$ cat config.mk
export PLATFORM = sky130hd
export DESIGN_NAME = hashed_defect_strip_reachability_core
export DESIGN_NICKNAME = d
export VERILOG_FILES = /design/src/rtl/core/hdsr_pkg.sv /design/src/rtl/core/hashed_defect_strip_reachability_core.sv /design/src/rtl/core/hdsr_hash.sv /design/src/rtl/core/hdsr_mod.sv
export SDC_FILE = /design/constraint.sdc
export NUM_CORES = 2
export LEC_CHECK = 0
export BUFFER_PORTS_ARGS = -buffer_cell sky130_fd_sc_hd__buf_2
export CORE_AREA = 2 2 297 270
export DETAILED_ROUTE_END_ITERATION = 16
export DIE_AREA = 0 0 299 272
export GPL_TIMING_DRIVEN = 0
export PLACE_DENSITY = 0.75
export SYNTH_ARGS = -nofsm -noshare
export SYNTH_HDL_FRONTEND = slang
export SYNTH_SLANG_ARGS = --single-unit
$ cat constraint.sdc
create_clock -name clk -period 28.8 [get_ports clk]
set_clock_uncertainty 0.05 [all_clocks]
set_input_delay 5.76 -clock clk [delete_from_list [all_inputs] [get_ports clk]]
set_output_delay 5.76 -clock clk [all_outputs]
set_load 0.02 [all_outputs]
$ cat src/rtl/core/hdsr_pkg.sv
// Shared types and constants for the hashed defect strip reachability core.
`default_nettype none

package hdsr_pkg;

    // Build maximum for the strip height.
    localparam int DEFAULT_MAX_STRIP_WIDTH = 8;

    // Register reset values.
    localparam logic [3:0]  STRIP_WIDTH_RST  = 4'd5;
    localparam logic [15:0] COLUMN_COUNT_RST = 16'd2000;

    // Register indexes, taken from paddr[2].
    localparam logic REG_STRIP_WIDTH  = 1'b0;
    localparam logic REG_COLUMN_COUNT = 1'b1;

    // Cell hash constants.
    localparam logic [31:0] ROW_MUL     = 32'd2654435761;
    localparam logic [15:0] COL_MUL     = 16'd40503;
    localparam logic [31:0] HASH_ADD    = 32'd12345;
    localparam logic [63:0] HASH_OFFSET = 64'd1469598103934665603;
    // The 64-bit prime is 2^PRIME_SHIFT + PRIME_LO.
    localparam int          PRIME_SHIFT = 40;
    localparam logic [8:0]  PRIME_LO    = 9'd435;
    localparam int          FOLD_SHIFT  = 33;

    // Residue unit: restoring reduction, several bits per cycle.
    localparam logic [30:0] RESIDUE_MOD       = 31'd1000000007;
    localparam int          MOD_BITS_PER_STEP = 5;
    localparam int          MOD_STEPS         = 7;
    localparam int          MOD_LOW_BITS      = MOD_BITS_PER_STEP * MOD_STEPS;

    typedef enum logic [2:0] {
        ST_IDLE,
        ST_SCAN,
        ST_MIX,
        ST_LOAD,
        ST_REDUCE,
        ST_DONE
    } state_t;

    typedef struct packed {
        logic seed_en;
        logic mix_en;
        logic mod_start;
    } hdsr_ctrl_t;

endpackage

`default_nettype wire

$ cat src/rtl/core/hashed_defect_strip_reachability_core.sv
// Top level: config registers, column/row scan sequencer and result register.
//
// Usage: each input beat on s_* carries a start row and a defect threshold;
// the block answers with one output beat on m_* whose bit 0 is 1 when a
// left-to-right path crosses all column_count columns of the strip.
// Registers are written over the APB port, strip_width at 0x0 and
// column_count at 0x4; the user must write them only while the block is
// idle, which the block itself does not enforce. pready is tied high.
// s_tready is high only while no query is in work; one query at a time.
// Work per query: each cell whose row has a reachable neighbor passes
// through the seed product, the prime multiply, the residue load and the
// residue steps of 5 bits each in the residue unit; a cell with no
// reachable neighbor is only scanned, and each column end is a scan step
// of its own. Each query also passes through the accept state and the
// result state; the scan ends early once no row stays reachable.
// The result waits in an output register; a new query is taken while it
// waits, and a finished query holds until m_tready frees that register.
// Reset clears the sequencer and restores strip_width 5, column_count 2000.
`default_nettype none

module hashed_defect_strip_reachability_core #(
    parameter int MAX_STRIP_WIDTH = hdsr_pkg::DEFAULT_MAX_STRIP_WIDTH
) (
    input  wire logic        clk,
    input  wire logic        rst_n,
    // s_tdata: [15:0] start_row, [45:16] defect_threshold, [47:46] zero
    input  wire logic        s_tvalid,
    output logic             s_tready,
    input  wire logic [47:0] s_tdata,
    // m_tdata: [0] channel_intact, [7:1] zero
    output logic             m_tvalid,
    input  wire logic        m_tready,
    output logic      [7:0]  m_tdata,
    input  wire logic        psel,
    input  wire logic        penable,
    input  wire logic        pwrite,
    input  wire logic [2:0]  paddr,
    input  wire logic [31:0] pwdata,
    output logic      [31:0] prdata,
    output logic             pready
);

    localparam int MW    = MAX_STRIP_WIDTH;
    localparam int ROW_W = $clog2(MW + 1);
    localparam int IDX_W = (MW > 1) ? $clog2(MW) : 1;

    // Configuration
    logic [3:0]  strip_width_reg;
    logic [15:0] column_count_reg;
    logic        cfg_write;

    assign pready    = 1'b1;
    assign cfg_write = psel && penable && pwrite && pready;

    always_ff @(posedge clk or negedge rst_n)
    begin
        if (!rst_n)
        begin
            strip_width_reg  <= hdsr_pkg::STRIP_WIDTH_RST;
            column_count_reg <= hdsr_pkg::COLUMN_COUNT_RST;
        end
        else if (cfg_write)
        begin
            case (paddr[2])
                hdsr_pkg::REG_STRIP_WIDTH:  strip_width_reg  <= pwdata[3:0];
                hdsr_pkg::REG_COLUMN_COUNT: column_count_reg <= pwdata[15:0];
                default: ;
            endcase
        end
    end

    always_comb
    begin
        case (paddr[2])
            hdsr_pkg::REG_STRIP_WIDTH:  prdata = {28'd0, strip_width_reg};
            hdsr_pkg::REG_COLUMN_COUNT: prdata = {16'd0, column_count_reg};
            default:                    prdata = '0;
        endcase
    end

    // Strip height saturated to the build maximum
    logic [31:0]      sw_ext;
    logic [ROW_W-1:0] eff_cfg;
    logic [MW-1:0]    cfg_mask;

    assign sw_ext   = {28'd0, strip_width_reg};
    assign eff_cfg  = (sw_ext > 32'(MW)) ? ROW_W'(MW) : ROW_W'(sw_ext);
    assign cfg_mask = ~({MW{1'b1}} << eff_cfg);

    // Scan state
    hdsr_pkg::state_t state_reg, state_next;
    logic [15:0]      start_reg, start_next;
    logic [29:0]      thr_reg, thr_next;
    logic [ROW_W-1:0] eff_reg, eff_next;
    logic [MW-1:0]    reach_reg, reach_next;
    logic [MW-1:0]    next_rows_reg, next_rows_next;
    logic [15:0]      col_reg, col_next;
    logic [ROW_W-1:0] row_reg, row_next;
    logic             intact_reg, intact_next;
    logic             out_valid_reg, out_valid_next;
    logic             out_bit_reg, out_bit_next;

    logic [MW-1:0]    nbr;
    logic [IDX_W-1:0] idx;
    logic [16:0]      cell_row;
    logic [63:0]      fold;
    logic             mod_done;
    logic [29:0]      residue;
    hdsr_pkg::hdsr_ctrl_t ctrl;

    // Row j is fed by rows j-1, j and j+1.
    assign nbr      = reach_reg | (reach_reg << 1) | (reach_reg >> 1);
    assign idx      = row_reg[IDX_W-1:0];
    assign cell_row = {1'b0, start_reg} + 17'(row_reg);

    assign s_tready = (state_reg == hdsr_pkg::ST_IDLE);
    assign m_tvalid = out_valid_reg;
    assign m_tdata  = {7'd0, out_bit_reg};

    hdsr_hash u_hash (
        .clk  (clk),
        .ctrl (ctrl),
        .row  (cell_row),
        .col  (col_reg),
        .fold (fold)
    );

    hdsr_mod u_mod (
        .clk     (clk),
        .rst_n   (rst_n),
        .start   (ctrl.mod_start),
        .value   (fold),
        .done    (mod_done),
        .residue (residue)
    );

    always_comb
    begin
        state_next     = state_reg;
        start_next     = start_reg;
        thr_next       = thr_reg;
        eff_next       = eff_reg;
        reach_next     = reach_reg;
        next_rows_next = next_rows_reg;
        col_next       = col_reg;
        row_next       = row_reg;
        intact_next    = intact_reg;
        out_valid_next = out_valid_reg;
        out_bit_next   = out_bit_reg;
        ctrl           = '0;

        if (out_valid_reg && m_tready)
        begin
            out_valid_next = 1'b0;
        end

        case (state_reg)
            hdsr_pkg::ST_IDLE:
            begin
                if (s_tvalid)
                begin
                    start_next     = s_tdata[15:0];
                    thr_next       = s_tdata[45:16];
                    eff_next       = eff_cfg;
                    reach_next     = cfg_mask;
                    next_rows_next = '0;
                    col_next       = '0;
                    row_next       = '0;
                    if (column_count_reg == 16'd0)
                    begin
                        intact_next = 1'b1;
                        state_next  = hdsr_pkg::ST_DONE;
                    end
                    else
                    begin
                        state_next = hdsr_pkg::ST_SCAN;
                    end
                end
            end
            hdsr_pkg::ST_SCAN:
            begin
                if (row_reg == eff_reg)
                begin
                    // column end
                    reach_next     = next_rows_reg;
                    next_rows_next = '0;
                    row_next       = '0;
                    if (next_rows_reg == '0)
                    begin
                        intact_next = 1'b0;
                        state_next  = hdsr_pkg::ST_DONE;
                    end
                    else if (({1'b0, col_reg} + 17'd1) == {1'b0, column_count_reg})
                    begin
                        intact_next = 1'b1;
                        state_next  = hdsr_pkg::ST_DONE;
                    end
                    else
                    begin
                        col_next = col_reg + 16'd1;
                    end
                end
                else if (nbr[idx])
                begin
                    ctrl.seed_en = 1'b1;
                    state_next   = hdsr_pkg::ST_MIX;
                end
                else
                begin
                    row_next = row_reg + ROW_W'(1);
                end
            end
            hdsr_pkg::ST_MIX:
            begin
                ctrl.mix_en = 1'b1;
                state_next  = hdsr_pkg::ST_LOAD;
            end
            hdsr_pkg::ST_LOAD:
            begin
                ctrl.mod_start = 1'b1;
                state_next     = hdsr_pkg::ST_REDUCE;
            end
            hdsr_pkg::ST_REDUCE:
            begin
                if (mod_done)
                begin
                    if (residue >= thr_reg)
                    begin
                        next_rows_next[idx] = 1'b1;
                    end
                    row_next   = row_reg + ROW_W'(1);
                    state_next = hdsr_pkg::ST_SCAN;
                end
            end
            hdsr_pkg::ST_DONE:
            begin
                if (!out_valid_reg || m_tready)
                begin
                    out_valid_next = 1'b1;
                    out_bit_next   = intact_reg;
                    state_next     = hdsr_pkg::ST_IDLE;
                end
            end
            default:
            begin
                state_next = hdsr_pkg::ST_IDLE;
            end
        endcase
    end

    always_ff @(posedge clk or negedge rst_n)
    begin
        if (!rst_n)
        begin
            state_reg     <= hdsr_pkg::ST_IDLE;
            out_valid_reg <= 1'b0;
            reach_reg     <= '0;
            next_rows_reg <= '0;
            col_reg       <= '0;
            row_reg       <= '0;
            eff_reg       <= '0;
        end
        else
        begin
            state_reg     <= state_next;
            out_valid_reg <= out_valid_next;
            reach_reg     <= reach_next;
            next_rows_reg <= next_rows_next;
            col_reg       <= col_next;
            row_reg       <= row_next;
            eff_reg       <= eff_next;
        end
    end

    always_ff @(posedge clk)
    begin
        start_reg   <= start_next;
        thr_reg     <= thr_next;
        intact_reg  <= intact_next;
        out_bit_reg <= out_bit_next;
    end

    // Residue unit finishes only while the sequencer waits on it.
    a_done_in_reduce: assert property (@(posedge clk) disable iff (!rst_n)
        mod_done |-> (state_reg == hdsr_pkg::ST_REDUCE))
        else $error("residue done outside reduce state");

    // Reachable rows never extend past the latched strip height.
    a_reach_in_strip: assert property (@(posedge clk) disable iff (!rst_n)
        (reach_reg & ({MW{1'b1}} << eff_reg)) == '0)
        else $error("reachable row outside strip");

    // A row enters the next column only next to a reachable row.
    a_next_fed: assert property (@(posedge clk) disable iff (!rst_n)
        (next_rows_reg & ~nbr) == '0)
        else $error("next row without feeder");

    // An accepted query closes the input side on the following cycle.
    a_busy_after_accept: assert property (@(posedge clk) disable iff (!rst_n)
        (s_tvalid && s_tready) |=> !s_tready)
        else $error("input still ready after accept");

endmodule

`default_nettype wire

$ cat src/rtl/core/hdsr_hash.sv
// Two-stage cell hash: seed product, then offset xor and prime multiply.
`default_nettype none

module hdsr_hash (
    input  wire logic               clk,
    input  wire hdsr_pkg::hdsr_ctrl_t ctrl,
    input  wire logic [16:0]        row,
    input  wire logic [15:0]        col,
    output logic      [63:0]        fold
);

    logic [31:0] seed_reg;
    logic [31:0] seed_next;
    logic [63:0] x_reg;
    logic [63:0] x_next;
    logic [31:0] row_prod;
    logic [31:0] col_prod;
    logic [63:0] x0;

    assign row_prod  = 32'({15'd0, row} * hdsr_pkg::ROW_MUL);
    assign col_prod  = {16'd0, col} * {16'd0, hdsr_pkg::COL_MUL};
    assign seed_next = row_prod + col_prod + hdsr_pkg::HASH_ADD;

    // x * prime mod 2^64 as a shift plus a narrow product
    assign x0     = hdsr_pkg::HASH_OFFSET ^ {32'd0, seed_reg};
    assign x_next = (x0 << hdsr_pkg::PRIME_SHIFT) + (x0 * {55'd0, hdsr_pkg::PRIME_LO});

    assign fold = x_reg ^ (x_reg >> hdsr_pkg::FOLD_SHIFT);

    always_ff @(posedge clk)
    begin
        if (ctrl.seed_en)
        begin
            seed_reg <= seed_next;
        end
        if (ctrl.mix_en)
        begin
            x_reg <= x_next;
        end
    end

endmodule

`default_nettype wire

$ cat src/rtl/core/hdsr_mod.sv
// Iterative residue unit: 64-bit value modulo the residue prime.
`default_nettype none

module hdsr_mod (
    input  wire logic        clk,
    input  wire logic        rst_n,
    input  wire logic        start,
    input  wire logic [63:0] value,
    output logic             done,
    output logic      [29:0] residue
);

    localparam int CNT_W = (hdsr_pkg::MOD_STEPS > 1) ? $clog2(hdsr_pkg::MOD_STEPS) : 1;
    localparam logic [CNT_W-1:0] LAST = CNT_W'(hdsr_pkg::MOD_STEPS - 1);
    localparam int LOW = hdsr_pkg::MOD_LOW_BITS;

    logic             busy_reg;
    logic             busy_next;
    logic [CNT_W-1:0] cnt_reg;
    logic [CNT_W-1:0] cnt_next;
    logic [29:0]      rem_reg;
    logic [29:0]      rem_next;
    logic [LOW-1:0]   bits_reg;
    logic [LOW-1:0]   bits_next;
    logic [29:0]      rem_step;

    // Top bits start below the modulus; each step shifts in one bit and
    // subtracts once, so the partial remainder stays below the modulus.
    always_comb
    begin
        logic [30:0] trial;
        logic [29:0] t;
        t = rem_reg;
        for (int i = 0; i < hdsr_pkg::MOD_BITS_PER_STEP; i++)
        begin
            trial = {t, bits_reg[LOW-1-i]};
            if (trial >= hdsr_pkg::RESIDUE_MOD)
            begin
                trial = trial - hdsr_pkg::RESIDUE_MOD;
            end
            t = trial[29:0];
        end
        rem_step = t;
    end

    assign done    = busy_reg && (cnt_reg == LAST);
    assign residue = rem_step;

    always_comb
    begin
        busy_next = busy_reg;
        cnt_next  = cnt_reg;
        rem_next  = rem_reg;
        bits_next = bits_reg;
        if (start)
        begin
            busy_next = 1'b1;
            cnt_next  = '0;
            rem_next  = 30'(value[63:LOW]);
            bits_next = value[LOW-1:0];
        end
        else if (busy_reg)
        begin
            rem_next  = rem_step;
            bits_next = bits_reg << hdsr_pkg::MOD_BITS_PER_STEP;
            cnt_next  = cnt_reg + CNT_W'(1);
            if (cnt_reg == LAST)
            begin
                busy_next = 1'b0;
            end
        end
    end

    always_ff @(posedge clk or negedge rst_n)
    begin
        if (!rst_n)
        begin
            busy_reg <= 1'b0;
            cnt_reg  <= '0;
        end
        else
        begin
            busy_reg <= busy_next;
            cnt_reg  <= cnt_next;
        end
    end

    always_ff @(posedge clk)
    begin
        rem_reg  <= rem_next;
        bits_reg <= bits_next;
    end

endmodule

`default_nettype wire
==> summary by stage <==
Status
The flow ran to the end, and the final reports show no timing, DRC or antenna violations.

Synthesis
The portion of synthesized cell area occupied by the leading cell type is 0.218. Ranked by instance count, the synthesized netlist is headed by sky130_fd_sc_hd__inv_1 (697), sky130_fd_sc_hd__ha_1 (433), sky130_fd_sc_hd__fa_1 (423). The number of flops mapped to enable cells by yosys is 208. The instance count of the mapped netlist is 4,029. For this run, the leading register cell type out of synthesis is sky130_fd_sc_hd__edfxtp_1. Counting flops with an async set or reset pin after synthesis yields a share of 0.245.

The mean instance size in the synthesized netlist is 9.62 µm². The count of cell types in the netlist is 124. The synthesized area is 38,800 µm². The sequential fraction of the synthesis area is 0.206.

The total of flip-flops plus latches after synthesis is 277. After synthesis, the cell types taking the most area are sky130_fd_sc_hd__fa_1 (22%), sky130_fd_sc_hd__edfxtp_1 (16%), sky130_fd_sc_hd__ha_1 (14%), sky130_fd_sc_hd__inv_1 (6.7%), sky130_fd_sc_hd__xnor2_1 (5.4%). The cell type with the largest total area after synthesis is sky130_fd_sc_hd__fa_1.

The number of warning messages in the yosys log is 0. The most common cell in the synthesized netlist is sky130_fd_sc_hd__inv_1.

STA
The final hold slack is 0.388 ns. The final number of setup-violating endpoints is 0. Setup repair after global routing left no endpoint under its margin. After routing, the total negative slack on setup checks comes to 0 ns. The fraction of the cycle the final worst path needs is 0.670. The pin slew with the least headroom to its limit is 1.36 ns. The number of hold violations in the final report was 0. After layout, the worst setup slack is 9.51 ns. The final period demand of the worst path is 19.29 ns. The count of final max-slew check failures is 0.

The max-slew headroom at the worst pin is 0.0870. The maximum clock frequency is 0.0518 GHz.

Final layout
The layout overhead on the synthesized area is 7.33%. In the final design database the tool counted 5,119 nets. The register with the most flip-flops in the layout has 64 of them. In the final layout, the share of cells above drive strength 1 is 0.0858.

The final instance area is 41,600 µm².

Setup path
For this design, the slowest cell found on the critical path is sky130_fd_sc_hd__xnor2_1. At the worst endpoint, the arrival time is 19.70 ns. The critical path is of the register to register type. The worst register-to-register path has a setup slack of 9.51 ns. The most critical setup path has its endpoint at next_rows_reg[6]$_DFFE_PN0P_.

The critical-path maximum fanout is 10. The most critical setup path has its startpoint at u_mod.rem_reg[4]$_DFFE_PP_. The worst setup path is captured at a register.

The worst path required time is 29.21 ns. The startpoint of the worst register-to-register path is u_mod.rem_reg[4]$_DFFE_PP_. The peak per-stage delay on the critical path is 0.57 ns.

STA classifies the critical path startpoint as a register. The cell repeated most along the worst path is sky130_fd_sc_hd__o21a_1. The number of cells traversed by the worst register-to-register path is 81. The destination of the worst register-to-register timing path is next_rows_reg[6]$_DFFE_PN0P_.

Global routing
Entering global routing, the biggest net connects 69 pins. The first global-routing pass estimated 172 mm of wire. The total overflow left after global routing is 0. The number of antenna violations at the first check in global routing is 6. The number of global-route vias before repair is 30,033.

The global router's overall resource usage is 0.271.

Placement
The count of input and output buffers is 87. Once detailed placement completed, the half-perimeter wirelength came to 92.7 mm. Routability-driven placement finished with a final weighted congestion of 0.992. The worst slack at placement is 10.06 ns.

The post-place instance area is 40,700 µm².

Run
The max-cap check violation count is 0.

CTS
Counting along the longest clock path gives a buffer depth of 3. After clock tree synthesis, the clock-pin slew on the worst setup and hold paths is 0.07 ns. The clock network latency to the later pin of the worst-skew pair is 0.59 ns.

The clock drives 277 sinks. The cell sitting at the root of the clock tree is a sky130_fd_sc_hd__clkbuf_16. After clock tree synthesis, the flow added hold-fix buffers numbering 0. The post-CTS resize count is 0. TritonCTS built the clock tree. In this run, CTS created clock tree buffers numbering 30.

Once the clock tree was built, the setup fixing pass inserted 0 buffers. The CTS H-tree depth is 1.

Route
The total routed wirelength is 111 mm. The DRC violation count after routing is 0. The pre-antenna-repair detailed-routing pass consisted of 6 iterations. The count of nets left with antenna violations once routing finished came out at 0. In the final routed layout, each cell accounts on average for 21.1 µm.

Across all layers, the routed design uses 30,365 vias. Using the TritonRoute via totals, the vias-per-cell ratio works out to 5.78. For this block, the initial DRC count from the detailed router was 2,831.

Die
The floorplan has 98 rows. The initial utilization of the core area, before any placement, comes to 0.494. The area of the core is 78,500 µm².

The die span in y is 272 µm. The width of the die is 299 µm. 133 I/O pins were placed. The overall die area is 81,300 µm².

Min path
The kind of path behind the tightest hold check is register to register.
[worst max-delay path, delay by kind of cell (launching register included)]
kind,cells,cell delay [ns]
simple gates,21,4.40
xor+xnor,4,1.49
flops,1,0.46
fa+ha+maj,5,1.16
mux,1,0.45
buf+inv,17,4.57
compound gates,33,6.56
[through the flow]
step | std cells | utilization
detailed placement | 5190 | 0.518
global route | 5249 | 0.530
finish | 5249 | 0.530
CTS | 5245 | 0.530
global placement | 5188 | 0.517
floorplan | 4051 | -
[layer usage]
layer,global-route usage,up-vias,share of wire
met5,0,-,0
met4,0.103,0,0.040
met3,0.0346,190,0.071
met2,0.444,1204,0.47
met1,0.367,15008,0.42
li1,-,13963,-
[worst min-delay path by stage]
stage,startpoint,end,slack (ns),cells past startpoint
2_1_floorplan,intact_reg$_SDFFCE_PN1P_,out_bit_reg$_DFFE_PP_,0.35,0
3_3_place_gp,intact_reg$_SDFFCE_PN1P_,out_bit_reg$_DFFE_PP_,0.36,0
3_5_place_dp,intact_reg$_SDFFCE_PN1P_,out_bit_reg$_DFFE_PP_,0.37,0
4_1_cts,intact_reg$_SDFFCE_PN1P_,out_bit_reg$_DFFE_PP_,0.39,0
5_1_grt,intact_reg$_SDFFCE_PN1P_,out_bit_reg$_DFFE_PP_,0.41,0
6_report,intact_reg$_SDFFCE_PN1P_,out_bit_reg$_DFFE_PP_,0.39,0
[cell usage in the layout, fill, tap and decap left out, drive strengths merged, types with 33 or more instances in the layout]
master	instances
nand3	70
nor3	80
a211oi	42
and2	36
o31ai	33
a31oi	40
xnor2	240
o21ai	154
inv	699
ha	433
nand2	225
nor2	220
o21a	49
clkbuf	117
mux2	64
xor2	74
a21o	34
buf	156
edfxtp	208
dfrtp	60
a21oi	184
fa	423
[kinds of logic (layout without fill, tap and decap cells)]
logic type	count (synthesis)	after routing	share of synthesized area
DFF	277	277	0.206
adders and majority gates	856	856	0.358
xor gates and xnor gates	314	314	0.0715
other	2	27	0.000194
and+or+nand+nor	866	866	0.113
muxes	78	78	0.0223
AOI/OAI and AO/OA	792	792	0.143
buffers and inverters	844	989	0.0866
[area by class of cell]
type                            instances  area, µm²
Fill cell                            6972      36900
Multi-Input combinational cell       2930      27500
Sequential cell                       277       7980
Inverter                              697       2620
Tap cell                             1050       1310
Clock buffer                           36        795
Buffer                                147        741
Timing Repair Buffer                   90        505
Clock inverter                         19        130
Antenna cell                            3       7.51
Power is not shown: default switching activity piles up to over one toggle a cycle in this logic, so the estimate is an artifact.
